## src/hw/rtl/rntt_pkg.sv

```systemverilog
// Shared types and constants for the radix-2 number theoretic transform unit.
// Depends on nothing; rntt_arith and the top level import it.
package rntt_pkg;

	// Fixed field widths of the ports.
	localparam int CFG_W   = 64;
	localparam int FIELD_W = 64;
	localparam int IDX_W   = 10;
	localparam int OP_W    = 2;
	localparam int RIDX_W  = 2;
	localparam int LSZ_W   = 4;
	localparam int DIR_W   = 2;

	// Default sizing of the store and the datapath.
	localparam int DEF_LOG_MAX_SIZE = 10;
	localparam int DEF_DATA_WIDTH   = 64;

	// Register values after reset.
	localparam logic [CFG_W-1:0] RST_MODULUS  = 64'd998244353;
	localparam logic [CFG_W-1:0] RST_ROOT     = 64'd3;
	localparam logic [LSZ_W-1:0] RST_LOG_SIZE = 4'd3;
	localparam logic [DIR_W-1:0] RST_DIR      = 2'd0;

	// Request operations.
	typedef enum logic [OP_W-1:0] {
		OP_LOAD  = 2'd0,
		OP_XFORM = 2'd1,
		OP_READ  = 2'd2
	} op_t;

	// Configuration register indexes.
	typedef enum logic [RIDX_W-1:0] {
		REG_MODULUS   = 2'd0,
		REG_ROOT      = 2'd1,
		REG_LOG_SIZE  = 2'd2,
		REG_DIRECTION = 2'd3
	} reg_idx_t;

	// Transform directions.
	typedef enum logic [DIR_W-1:0] {
		DIR_FWD = 2'd0,
		DIR_BWD = 2'd1,
		DIR_INV = 2'd2
	} dir_t;

	// Operations of the bit-serial arithmetic unit.
	typedef enum logic {
		AR_MUL = 1'b0,
		AR_DIV = 1'b1
	} arith_op_t;

	typedef struct packed {
		logic      start;
		arith_op_t op;
	} arith_req_t;

	typedef struct packed {
		logic busy;
		logic done;
	} arith_rsp_t;

endpackage

```

## src/hw/rtl/rntt_arith.sv

```systemverilog
// Bit-serial modular multiplier and restoring divider sharing one control.
// Depends on rntt_pkg for the request and status structs.
module rntt_arith #(
	parameter int W = 64
) (
	input  logic                clk,
	input  logic                arst_n,
	input  rntt_pkg::arith_req_t req,
	input  logic [W-1:0]        a,
	input  logic [W-1:0]        b,
	input  logic [W-1:0]        m,
	output rntt_pkg::arith_rsp_t rsp,
	output logic [W-1:0]        prod,
	output logic [W-1:0]        quot,
	output logic [W-1:0]        rem
);
	import rntt_pkg::*;

	localparam int CNT_W = $clog2(W + 1);

	logic             busy_q, done_q, ph_q;
	arith_op_t        op_q;
	logic [CNT_W-1:0] cnt_q;
	logic [W-1:0]     acc_q, x_q, y_q, m_q;
	logic [W:0]       r_q;

	logic [W:0] add_s, add_r, div_s;
	logic       div_ge;
	logic       last;

	// One modular addition: doubling in phase zero, adding x in phase one.
	always_comb begin
		add_s = {1'b0, acc_q} + {1'b0, (ph_q ? x_q : acc_q)};
		add_r = (add_s >= {1'b0, m_q}) ? add_s - {1'b0, m_q} : add_s;
	end

	// One restoring division step: bring in the next dividend bit.
	always_comb begin
		div_s  = {r_q[W-1:0], y_q[W-1]};
		div_ge = (div_s >= {1'b0, x_q});
	end

	assign last = (cnt_q == CNT_W'(W - 1));

	always_ff @(posedge clk or negedge arst_n) begin
		if (!arst_n) begin
			busy_q <= 1'b0;
			done_q <= 1'b0;
			ph_q   <= 1'b0;
			op_q   <= AR_MUL;
			cnt_q  <= '0;
		end else begin
			done_q <= 1'b0;
			if (req.start) begin
				busy_q <= 1'b1;
				op_q   <= req.op;
				ph_q   <= 1'b0;
				cnt_q  <= '0;
			end else if (busy_q) begin
				unique case (op_q)
					AR_MUL: begin
						ph_q <= ~ph_q;
						if (ph_q) begin
							cnt_q <= cnt_q + CNT_W'(1);
							if (last) begin
								busy_q <= 1'b0;
								done_q <= 1'b1;
							end
						end
					end
					AR_DIV: begin
						cnt_q <= cnt_q + CNT_W'(1);
						if (last) begin
							busy_q <= 1'b0;
							done_q <= 1'b1;
						end
					end
				endcase
			end
		end
	end

	// Datapath shift registers.
	always_ff @(posedge clk) begin
		if (req.start) begin
			acc_q <= '0;
			r_q   <= '0;
			m_q   <= m;
			x_q   <= (req.op == AR_DIV) ? b : a;
			y_q   <= (req.op == AR_DIV) ? a : b;
		end else if (busy_q) begin
			unique case (op_q)
				AR_MUL: begin
					if (!ph_q) begin
						acc_q <= add_r[W-1:0];
					end else begin
						if (y_q[W-1]) begin
							acc_q <= add_r[W-1:0];
						end
						y_q <= {y_q[W-2:0], 1'b0};
					end
				end
				AR_DIV: begin
					r_q <= div_ge ? div_s - {1'b0, x_q} : div_s;
					y_q <= {y_q[W-2:0], div_ge};
				end
			endcase
		end
	end

	assign rsp.busy = busy_q;
	assign rsp.done = done_q;
	assign prod     = acc_q;
	assign quot     = y_q;
	assign rem      = r_q[W-1:0];

endmodule

```

## config.mk

```make
export PLATFORM = sky130hd
export DESIGN_NAME = rntt_arith
export DESIGN_NICKNAME = d
export VERILOG_FILES = /design/src/hw/rtl/rntt_pkg.sv /design/src/hw/rtl/rntt_arith.sv
export SDC_FILE = /design/constraint.sdc
export NUM_CORES = 1
export LEC_CHECK = 0
export ABC_CLOCK_PERIOD_IN_PS = 18900
export BUFFER_PORTS_ARGS = -buffer_cell sky130_fd_sc_hd__buf_2
export CAP_MARGIN = 10
export CORE_ASPECT_RATIO = 2
export CORE_MARGIN = 2
export CORE_UTILIZATION = 47
export CTS_CLUSTER_DIAMETER = 30
export DETAILED_ROUTE_END_ITERATION = 7
export PLACE_DENSITY = 0.8
export SYNTH_ARGS = -nofsm -noshare
export SYNTH_HDL_FRONTEND = slang
export SYNTH_SLANG_ARGS = --single-unit
```

## constraint.sdc

```tcl
create_clock -name clk -period 18.9 [get_ports clk]
set_input_delay 3.78 -clock clk [delete_from_list [all_inputs] [get_ports clk]]
set_output_delay 3.78 -clock clk [all_outputs]
set_load 0.01 [all_outputs]
```

==> impl_metrics.py, run 1 <==
metrics = {
    "run_status": {
        "outcome": "finished clean",
    },
    "yosys": {
        "synth_edf_count": 192,
        "ys_seq_area_share_pct": 32.8,
        "synth_area_per_cell_sq_um": 8.73,
        "ys_ff_latch": 331,
        "ys_warn_count": 0,
        "synth_fp_nets": 3396,
        "syn_inst": 3004,
        "yosysUniqueCellTypes": 85,
        "netlist_area_sq_um": 26200,
        "ys.flop_type": "edfxtp_1",
        "async_reset_ff_share_pct": 3.32,
    },
    "timing": {
        "min_period_ns": 8.37,
        "rsz0062_at_grt": "false",
        "fin_crit_sh_pct": 44.3,
        "finalSetupViolCount": 0,
        "worst_pin_slew_ns": 1.08,
        "slew_viol_final": 0,
        "slew_headroom_pct": 27.7,
        "clock_skew_ns": 0.0285,
        "timing.hold.ws_ns": 0.498,
        "hold_viol_final": 0,
        "setup_ws_ns": 10.53,
        "setup_tns_ns": 0,
        "fmax_mhz": 120,
    },
    "critical_path": {
        "critPathRequiredTime_ns": 19.39,
        "r2r_slack_ns": 10.53,
        "reg2regPathDepth": 25,
        "arrival_ns": 8.86,
        "start_kind": "flip-flop",
        "cp_max_fo": 79,
        "worst_setup_path_end_kind": "flip-flop",
        "r2r_end": "prod[14]",
        "critPathKind": "flip-flop to flip-flop",
        "timing.rr.start": "ph_q",
    },
    "routing": {
        "first_pass_iters": 5,
        "dr.max_layer_used": "met4",
        "wl_met2_mm": 42.0,
        "drt_iter0_drc": 1602,
        "routed_wl_mm": 85.9,
        "avgViaCountPerCell": 5.95,
        "vias": 24354,
        "wl_met1_mm": 31.6,
        "wl_met3_mm": 5.17,
        "ant_nets": 0,
        "drc": 0,
        "drt-wirelength-per-cell_um": 21.0,
    },
    "clock_tree": {
        "clk_latency_ns": 0.63,
        "root_buffer": "clkbuf_16",
        "cts.clk_slew.worst_paths_ns": 0.06,
        "cts_tree": "built",
        "cts_resized": 0,
        "post-cts-setup-buffer-count": 0,
        "cts_buffers": 57,
        "clock_sinks": 331,
        "ctsHoldBuffers": 0,
        "h-tree-depth": 2,
        "cts.path.max_buffers": 3,
    },
    "placement": {
        "placed_cells": 3986,
        "portBuffers": 389,
        "dp_hpwl_mm": 67.3,
        "globalplace.congestion": 1.01,
        "place_area_sq_um": 28600,
        "place_ws_ns": 10.72,
    },
    "worst_hold_path": {
        "holdPathEnd": "prod[2]",
        "worstHoldPathCells": 2,
        "hp-start": "prod[2]",
        "hold_path_class": "flip-flop to flip-flop",
    },
    "layout": {
        "final_cell_mix": "buf_2 (387), nor2_1 (317), a21oi_1 (290), ha_1 (193), edfxtp_1 (192)",
        "fin_area_sq_um": 30700,
        "drive_gt1_share_pct": 20.4,
        "final_core_util_pct": 55.5,
        "final_cells": 4095,
        "nFillCells": 5087,
        "area_delta_synth_final_pct": 16.9,
        "final_nets": 3693,
        "layout_commonest_cell": "buf_2",
    },
    "global_route": {
        "first_global_vias": 24225,
        "grt.total_usage_pct": 29.0,
        "grt_max_degree": 90,
        "grt_antenna_before_repair": 2,
        "grt_remaining_overflow": 0,
        "grt_pass1_wl_mm": 132,
    },
    "floorplan": {
        "initial_utilization_pct": 47.5,
        "dieHeight_um": 338,
        "core_area_sq_um": 55300,
        "fp-row-count": 122,
        "die_area_sq_um": 57800,
        "die_x_um": 171,
        "io_pins": 390,
    },
    "job": {
        "max_cap_violations": 0,
    },
    "power": {
        "p_leak_nw": 13.9,
        "ir_drop_mv": 0.108,
        "report.power.total_mw": 5.54,
        "power_density_nw_per_um2": 181,
    },
}
==> sequential cells by signal (all words and copies together), names as in the netlist <==
| register | cells |
|---|---|
| busy_q | 1 |
| cnt_q | 7 |
| done_q | 1 |
| m_q | 64 |
| op_q | 1 |
| ph_q | 1 |
| prod | 64 |
| quot | 64 |
| r_q | 64 |
| x_q | 64 |
==> layer usage <==
layer  track usage (%)  vias to the layer above
li1                  -                    11652
met1              31.5                    11437
met2              50.6                      937
met3              4.47                      328
met4              20.9                        0
met5                 0                        -
==> synthesized netlist by cell type, drive strengths merged (48+ instances only) <==
| library cell | number | area, sq um |
|---|---|---|
| inv | 180 | 676 |
| a211oi | 125 | 948 |
| ha | 193 | 2410 |
| nor2 | 317 | 1190 |
| mux2 | 131 | 1480 |
| a21o | 110 | 826 |
| nor3 | 78 | 390 |
| edfxtp | 192 | 5770 |
| xor2 | 74 | 656 |
| nand2 | 175 | 657 |
| mux2i | 114 | 1140 |
| dfxtp | 128 | 2560 |
| a21oi | 294 | 1490 |
| o21ai | 127 | 639 |
| xnor2 | 108 | 946 |
| clkbuf | 129 | 484 |
| nand4 | 48 | 300 |
| nand3 | 51 | 255 |
==> worst max path at each step <==
stage	from	depth (start not counted)	slack, ns	end
2_1_floorplan	ph_q	29	12.33	prod[42]
3_3_place_gp	ph_q	25	10.85	prod[8]
3_5_place_dp	ph_q	25	10.72	prod[8]
4_1_cts	ph_q	25	10.69	prod[8]
5_1_grt	ph_q	25	10.31	prod[31]
6_report	ph_q	25	10.53	prod[14]
==> where the power goes <==
group	total, mW	switching (mW)	internal (mW)
registers	1.03	0.134	0.893
clock network	1.11	0.446	0.660
logic	3.40	2.09	1.31
==> cell families (layout without fill, tap and decap cells) <==
group	Yosys count	in the layout	synth area share (%)
adders and majority gates	196	196	9.43
and+or+nand+nor	817	817	14.3
AOI/OAI and AO/OA	885	885	22.1
buffers and inverters	348	694	5.26
DFF	331	331	32.8
xor gates and xnor gates	182	182	6.11
muxes	245	245	9.97
other	0	1	0
==> cell type report <==
class / count / area [sq um] / share of cell area [%]
diodes: 1 / 2.50 / 0.00816
clock buffers: 59 / 1460 / 4.75
clock inverters: 49 / 597 / 1.95
inverters: 180 / 676 / 2.20
multi-input cells: 2325 / 16300 / 53.2
flip-flops and latches: 331 / 8600 / 28.1
well taps: 744 / 931 / 3.04
repair buffers: 406 / 2090 / 6.82
==> worst max-delay path, cell delays in order, from the launching register on <==
cell       delay (ns)
dfrtp_2          0.88
mux2_2           0.41
ha_1             0.23
fa_1             0.42
a21o_1           0.21
a31oi_1          0.24
nor4_1           0.12
o211ai_1         0.35
o311ai_2         0.17
a2111oi_1        0.97
o31ai_1          0.29
or2_2            0.38
a41oi_1          0.24
xnor2_1          0.20
ha_1             0.37
nand4_1          0.19
nor4_1           0.07
inv_1            0.14
nor4_1           0.08
nand4b_1         0.18
o2111ai_1        0.14
and3b_4          0.64
buf_4            0.73
nor2_1           0.14
a211oi_1         0.27
nor3_1           0.08
Power figures use the tool's default switching activity.
==> run 2, diff against run 1 <==
- ABC_CLOCK_PERIOD_IN_PS: 18900 -> 8100
- clock period: 18.9 -> 8.1 ns (I/O delays scaled with it)
==> run 2 against run 1 <==
Net effect: register-to-register slack worse by 10 ns; total power rose by 130%; critical path type unchanged; worst hold slack worse by 0.0091 ns; critical path depth did not move; count of clock-buffer cells in the layout increased by 3; clock skew is 0.0028 ns higher; fmax rose by 10%; critical endpoint is now prod[62]; sequential share of layout area is essentially flat.
==> impl_metrics.py, run 2 (synthesized netlist as in run 1, its figures left out) <==
metrics = {
    "floorplan": {
        "io_pins": 390,
        "initial_utilization_pct": 47.5,
        "die_area_sq_um": 57800,
        "dieHeight_um": 338,
        "die_x_um": 171,
        "core_area_sq_um": 55300,
        "fp-row-count": 122,
    },
    "timing": {
        "fin_crit_sh_pct": 93.5,
        "slew_viol_final": 0,
        "finalSetupViolCount": 0,
        "setup_tns_ns": 0,
        "hold_viol_final": 0,
        "setup_ws_ns": 0.525,
        "worst_pin_slew_ns": 1.05,
        "min_period_ns": 7.58,
        "fmax_mhz": 132,
        "rsz0062_at_grt": "false",
        "slew_headroom_pct": 30.2,
        "clock_skew_ns": 0.0314,
    },
    "clock_tree": {
        "post-cts-setup-buffer-count": 0,
        "cts.clk_slew.worst_paths_ns": 0.06,
        "cts_buffers": 58,
        "root_buffer": "clkbuf_16",
        "clk_latency_ns": 0.61,
        "cts.path.max_buffers": 3,
        "clock_sinks": 331,
        "cts_tree": "built",
        "h-tree-depth": 2,
    },
    "routing": {
        "routed_wl_mm": 85.9,
        "drt-wirelength-per-cell_um": 20.9,
        "drt_iter0_drc": 1591,
        "vias": 24211,
        "avgViaCountPerCell": 5.90,
        "first_pass_iters": 5,
        "drc": 0,
        "ant_nets": 0,
    },
    "critical_path": {
        "r2r_slack_ns": 0.52,
        "start_kind": "flip-flop",
        "cp_max_fo": 40,
        "slowest_delay_ns": 0.71,
        "reg2regPathDepth": 25,
        "r2r_end": "prod[62]",
        "timing.rr.start": "ph_q",
        "worst_setup_path_end_kind": "flip-flop",
        "arrival_ns": 8.05,
        "critPathRequiredTime_ns": 8.57,
        "critPathKind": "flip-flop to flip-flop",
        "critPathSlowestCell": "dfrtp_2",
    },
    "worst_hold_path": {
        "holdPathEnd": "r_q[33]",
        "hp-start": "r_q[33]",
        "worstHoldPathCells": 2,
        "hold_path_class": "flip-flop to flip-flop",
    },
    "global_route": {
        "grt_max_degree": 124,
        "grt_antenna_before_repair": 2,
        "grt_pass1_wl_mm": 131,
        "grt_remaining_overflow": 0,
        "grt.total_usage_pct": 29.0,
        "first_global_vias": 24218,
    },
    "power": {
        "pwr-share-comb_pct": 62.3,
        "clkPwrFrac_pct": 19.1,
        "power_density_nw_per_um2": 421,
        "switching_share_pct": 48.2,
        "cell_internal_pwr_mw": 6.68,
        "p_leak_nw": 13.9,
        "ir_drop_mv": 0.242,
        "power.share.sequential_pct": 18.6,
        "p_switching_mw": 6.23,
    },
    "layout": {
        "area_delta_synth_final_pct": 16.9,
        "final_cell_mix": "buf_2 (387), nor2_1 (317), a21oi_1 (290), ha_1 (193), edfxtp_1 (192)",
        "final_nets": 3702,
        "drive_gt1_share_pct": 20.6,
        "layout_commonest_cell": "buf_2",
    },
    "run_status": {
        "outcome": "finished clean",
    },
    "placement": {
        "place_ws_ns": 0.638,
        "globalplace.congestion": 1.01,
        "dp_hpwl_mm": 67.4,
        "portBuffers": 389,
    },
    "job": {
        "max_cap_violations": 0,
    },
}
[run 2: worst max-delay path by stage]
stage,from,end
detailed placement,ph_q,prod[43]
global placement,ph_q,prod[8]
floorplan,ph_q,prod[53]
CTS,ph_q,prod[45]
global route,ph_q,prod[62]
finish,ph_q,prod[62]
[run 2: critical path, delay by kind of cell, from the launching register on]
family / cells / cell delay (ns)
AO/OA/AOI/OAI: 12 / 3.08
XOR/XNOR: 1 / 0.23
adder cells (fa/ha/maj): 2 / 0.73
buffers and inverters: 3 / 0.91
flip-flops: 1 / 0.71
multiplexers: 1 / 0.40
AND/OR/NAND/NOR: 6 / 1.37
[run 2: cell type report]
cell class	instances	area, sq um
Timing Repair Buffer	414	2180
Antenna cell	2	5.00
Tap cell	744	931
Clock inverter	47	469
Clock buffer	62	1510
Multi-Input combinational cell	2325	16300
Fill cell	5089	24600
Sequential cell	331	8600
Inverter	180	676
[run 2: what timing repair did]
item | CTS | global route
hold buffers | 0 | 0
setup endpoints to repair | 0 | 2
endpoints found under the hold margin | 0 | 0
resized for setup | 0 | 1
[run 2: layer usage]
layer	share of wire, %	wire (um)	track usage [%]	vias up
met2	49	42400	51.1	888
met5	0	0	0	-
met3	5.7	4900	4.28	306
met1	37	32000	31.4	11339
li1	-	-	-	11678
met4	7.7	6630	20.0	0
[run 2: power groups by stage]
stage | clock (mW) | sequential, mW | combinational (mW)
floorplan | 0 | 2.39 | 5.77
global placement | 0 | 2.42 | 7.84
detailed placement | 0 | 2.42 | 7.86
CTS | 2.50 | 2.39 | 7.91
global route | 2.57 | 2.43 | 8.79
finish | 2.47 | 2.40 | 8.04
[run 2: stage by stage]
stage	instances	hold WS (ns)	utilization, %	area (sq um)	power (mW)
3_3_place_gp	3994	0.480	51.9	28700	10.3
3_5_place_dp	3994	0.484	51.9	28700	10.3
6_report	4105	0.489	55.5	30700	12.9
2_1_floorplan	3004	0.504	-	26200	8.17
5_1_grt	4105	0.511	55.5	30700	13.8
4_1_cts	4103	0.490	55.5	30700	12.8
==> run 3, diff against run 2 <==
- CORE_ASPECT_RATIO: 2 -> 0.75
- CTS_BUF_LIST: not set -> sky130_fd_sc_hd__clkbuf_4 sky130_fd_sc_hd__clkbuf_8 sky130_fd_sc_hd__clkbuf_16
- SLEW_MARGIN: not set -> 25
==> run 3 against run 2 <==
Net effect: clock skew shrank 0.0078 ns; global-route usage is essentially flat; sequential share of layout area shrank 0.66 points; via count grew 1.0%; count of clock-buffer cells in the layout grew 30; highest routed layer is now met5.
==> impl_metrics.py, run 3 (synthesized netlist as in run 1, its figures left out) <==
metrics = {
    "layout": {
        "final_cell_mix": "buf_2 (387), nor2_1 (317), a21oi_1 (290), ha_1 (193), edfxtp_1 (192)",
        "multi_input_area_sq_um": 16300,
        "layout_commonest_cell": "buf_2",
        "nFillCells": 4886,
        "seq_area_sq_um": 8610,
        "final_core_util_pct": 57.3,
        "fin_area_sq_um": 31400,
        "area_delta_synth_final_pct": 19.8,
        "drive_gt1_share_pct": 21.6,
        "final_nets": 3724,
    },
    "power": {
        "switching_share_pct": 46.4,
        "power.share.sequential_pct": 17.7,
        "p_leak_nw": 14.3,
        "clkPwrFrac_pct": 23.7,
        "ir_drop_mv": 0.254,
        "report.power.total_mw": 13.8,
        "p_switching_mw": 6.39,
        "cell_internal_pwr_mw": 7.38,
        "power_density_nw_per_um2": 438,
        "pwr-share-comb_pct": 58.6,
    },
    "critical_path": {
        "worst_setup_path_end_kind": "flip-flop",
        "start_kind": "flip-flop",
        "critPathSlowestCell": "a2111oi_1",
        "slowest_delay_ns": 0.90,
        "path_cells": "buf_4, mux2_2, ha_1, a21o_1, o21bai_1, a211o_1, a21oi_2, o311ai_2, a2111oi_1, o31ai_1, or2_2, a41oi_1, xnor2_1, ha_1, nand4_1, nor4_1, inv_1, nor4_1, nand4b_1, o2111ai_1, and3b_2, or3_1, a211oi_1",
        "critPathKind": "flip-flop to flip-flop",
        "critPathRequiredTime_ns": 8.62,
        "arrival_ns": 8.22,
        "cp_max_fo": 26,
    },
    "clock_tree": {
        "post-cts-setup-buffer-count": 0,
        "root_buffer": "clkbuf_16",
        "ctsHoldBuffers": 0,
        "cts_resized": 0,
        "h-tree-depth": 3,
        "clock_sinks": 331,
        "cts_buffers": 80,
        "cts.clk_slew.worst_paths_ns": 0.05,
        "cts_tree": "built",
        "clk_latency_ns": 0.62,
        "cts.path.max_buffers": 3,
    },
    "global_route": {
        "grt_pass1_wl_mm": 132,
        "first_global_vias": 22680,
        "grt_max_degree": 153,
        "grt_remaining_overflow": 0,
        "grt.total_usage_pct": 29.0,
        "grt_antenna_before_repair": 4,
    },
    "routing": {
        "vias": 24455,
        "avgViaCountPerCell": 5.93,
        "drc": 0,
        "routed_wl_mm": 87.6,
        "first_pass_iters": 6,
        "ant_nets": 0,
        "drt-wirelength-per-cell_um": 21.2,
        "drt_iter0_drc": 2232,
    },
    "placement": {
        "portBuffers": 389,
        "dp_hpwl_mm": 66.3,
        "globalplace.congestion": 0.978,
        "place_area_sq_um": 28700,
        "place_ws_ns": 0.657,
    },
    "timing": {
        "hold_viol_final": 0,
        "setup_tns_ns": 0,
        "slew_viol_final": 0,
        "clock_skew_ns": 0.0235,
        "fmax_mhz": 130,
        "slew_headroom_pct": 30.6,
        "fin_crit_sh_pct": 95.1,
        "setup_ws_ns": 0.396,
        "min_period_ns": 7.70,
        "finalSetupViolCount": 0,
        "worst_pin_slew_ns": 1.04,
        "rsz0062_at_grt": "false",
    },
    "floorplan": {
        "die_area_sq_um": 57700,
        "io_pins": 390,
        "initial_utilization_pct": 47.9,
        "dieHeight_um": 209,
        "fp-row-count": 74,
        "die_x_um": 277,
        "core_area_sq_um": 54800,
    },
    "job": {
        "max_cap_violations": 0,
    },
    "worst_hold_path": {
        "hold_path_class": "flip-flop to flip-flop",
    },
    "run_status": {
        "outcome": "finished clean",
    },
}
run 3: power by group through the flow:
stage	Clock (mW)	Combinational, mW	Sequential (mW)
3_5_place_dp	0	7.79	2.45
2_1_floorplan	0	5.77	2.39
5_1_grt	3.38	8.79	2.45
3_3_place_gp	0	7.77	2.45
4_1_cts	3.30	7.86	2.43
6_report	3.27	8.07	2.43
run 3: final cells by class:
class                      count  area share (%)
clock inverter                57            1.75
timing repair buffer         413            6.94
inverter                     180            2.15
tap                          722            2.87
sequential                   331            27.4
clock buffer                  92            6.98
multi-input combinational   2326            51.9
antenna                        3          0.0239
run 3: final timing paths:
kind / slack (ns) / startpoint / cells after the start / end
max in group asynchronous: 6.90 / arst_n / 1 / ph_q
worst min-delay path: 0.49 / r_q[31] / 2 / r_q[31]
worst min register to register: 0.49 / r_q[31] / 2 / r_q[31]
min in group asynchronous: 0.90 / arst_n / 1 / cnt_q[5]
worst max-delay path: 0.40 / ph_q / 23 / prod[62]
worst max register to register: 0.40 / ph_q / 23 / prod[62]
run 3: critical path: cells and delay by family, from the launching register on:
family	cells	cell delay (ns)
flops	1	0.61
fa+ha+maj	2	0.83
xor+xnor	1	0.15
buf+inv	2	0.42
compound gates	10	3.00
mux	1	0.36
simple gates	7	2.21
run 3: per-layer routing:
metal	routed length (um)	vias to the layer above	track usage, %
met1	38000	11447	39.5
met3	8020	181	6.65
met4	2760	2	9.05
met2	38800	1076	45.8
li1	-	11749	-
met5	13	-	0
run 3: through the flow:
step | std cells | hold slack [ns]
after global routing | 4121 | 0.516
after CTS | 4120 | 0.486
after detailed placement | 3971 | 0.479
final | 4124 | 0.489
after floorplan | 3004 | 0.504
after global placement | 3971 | 0.476
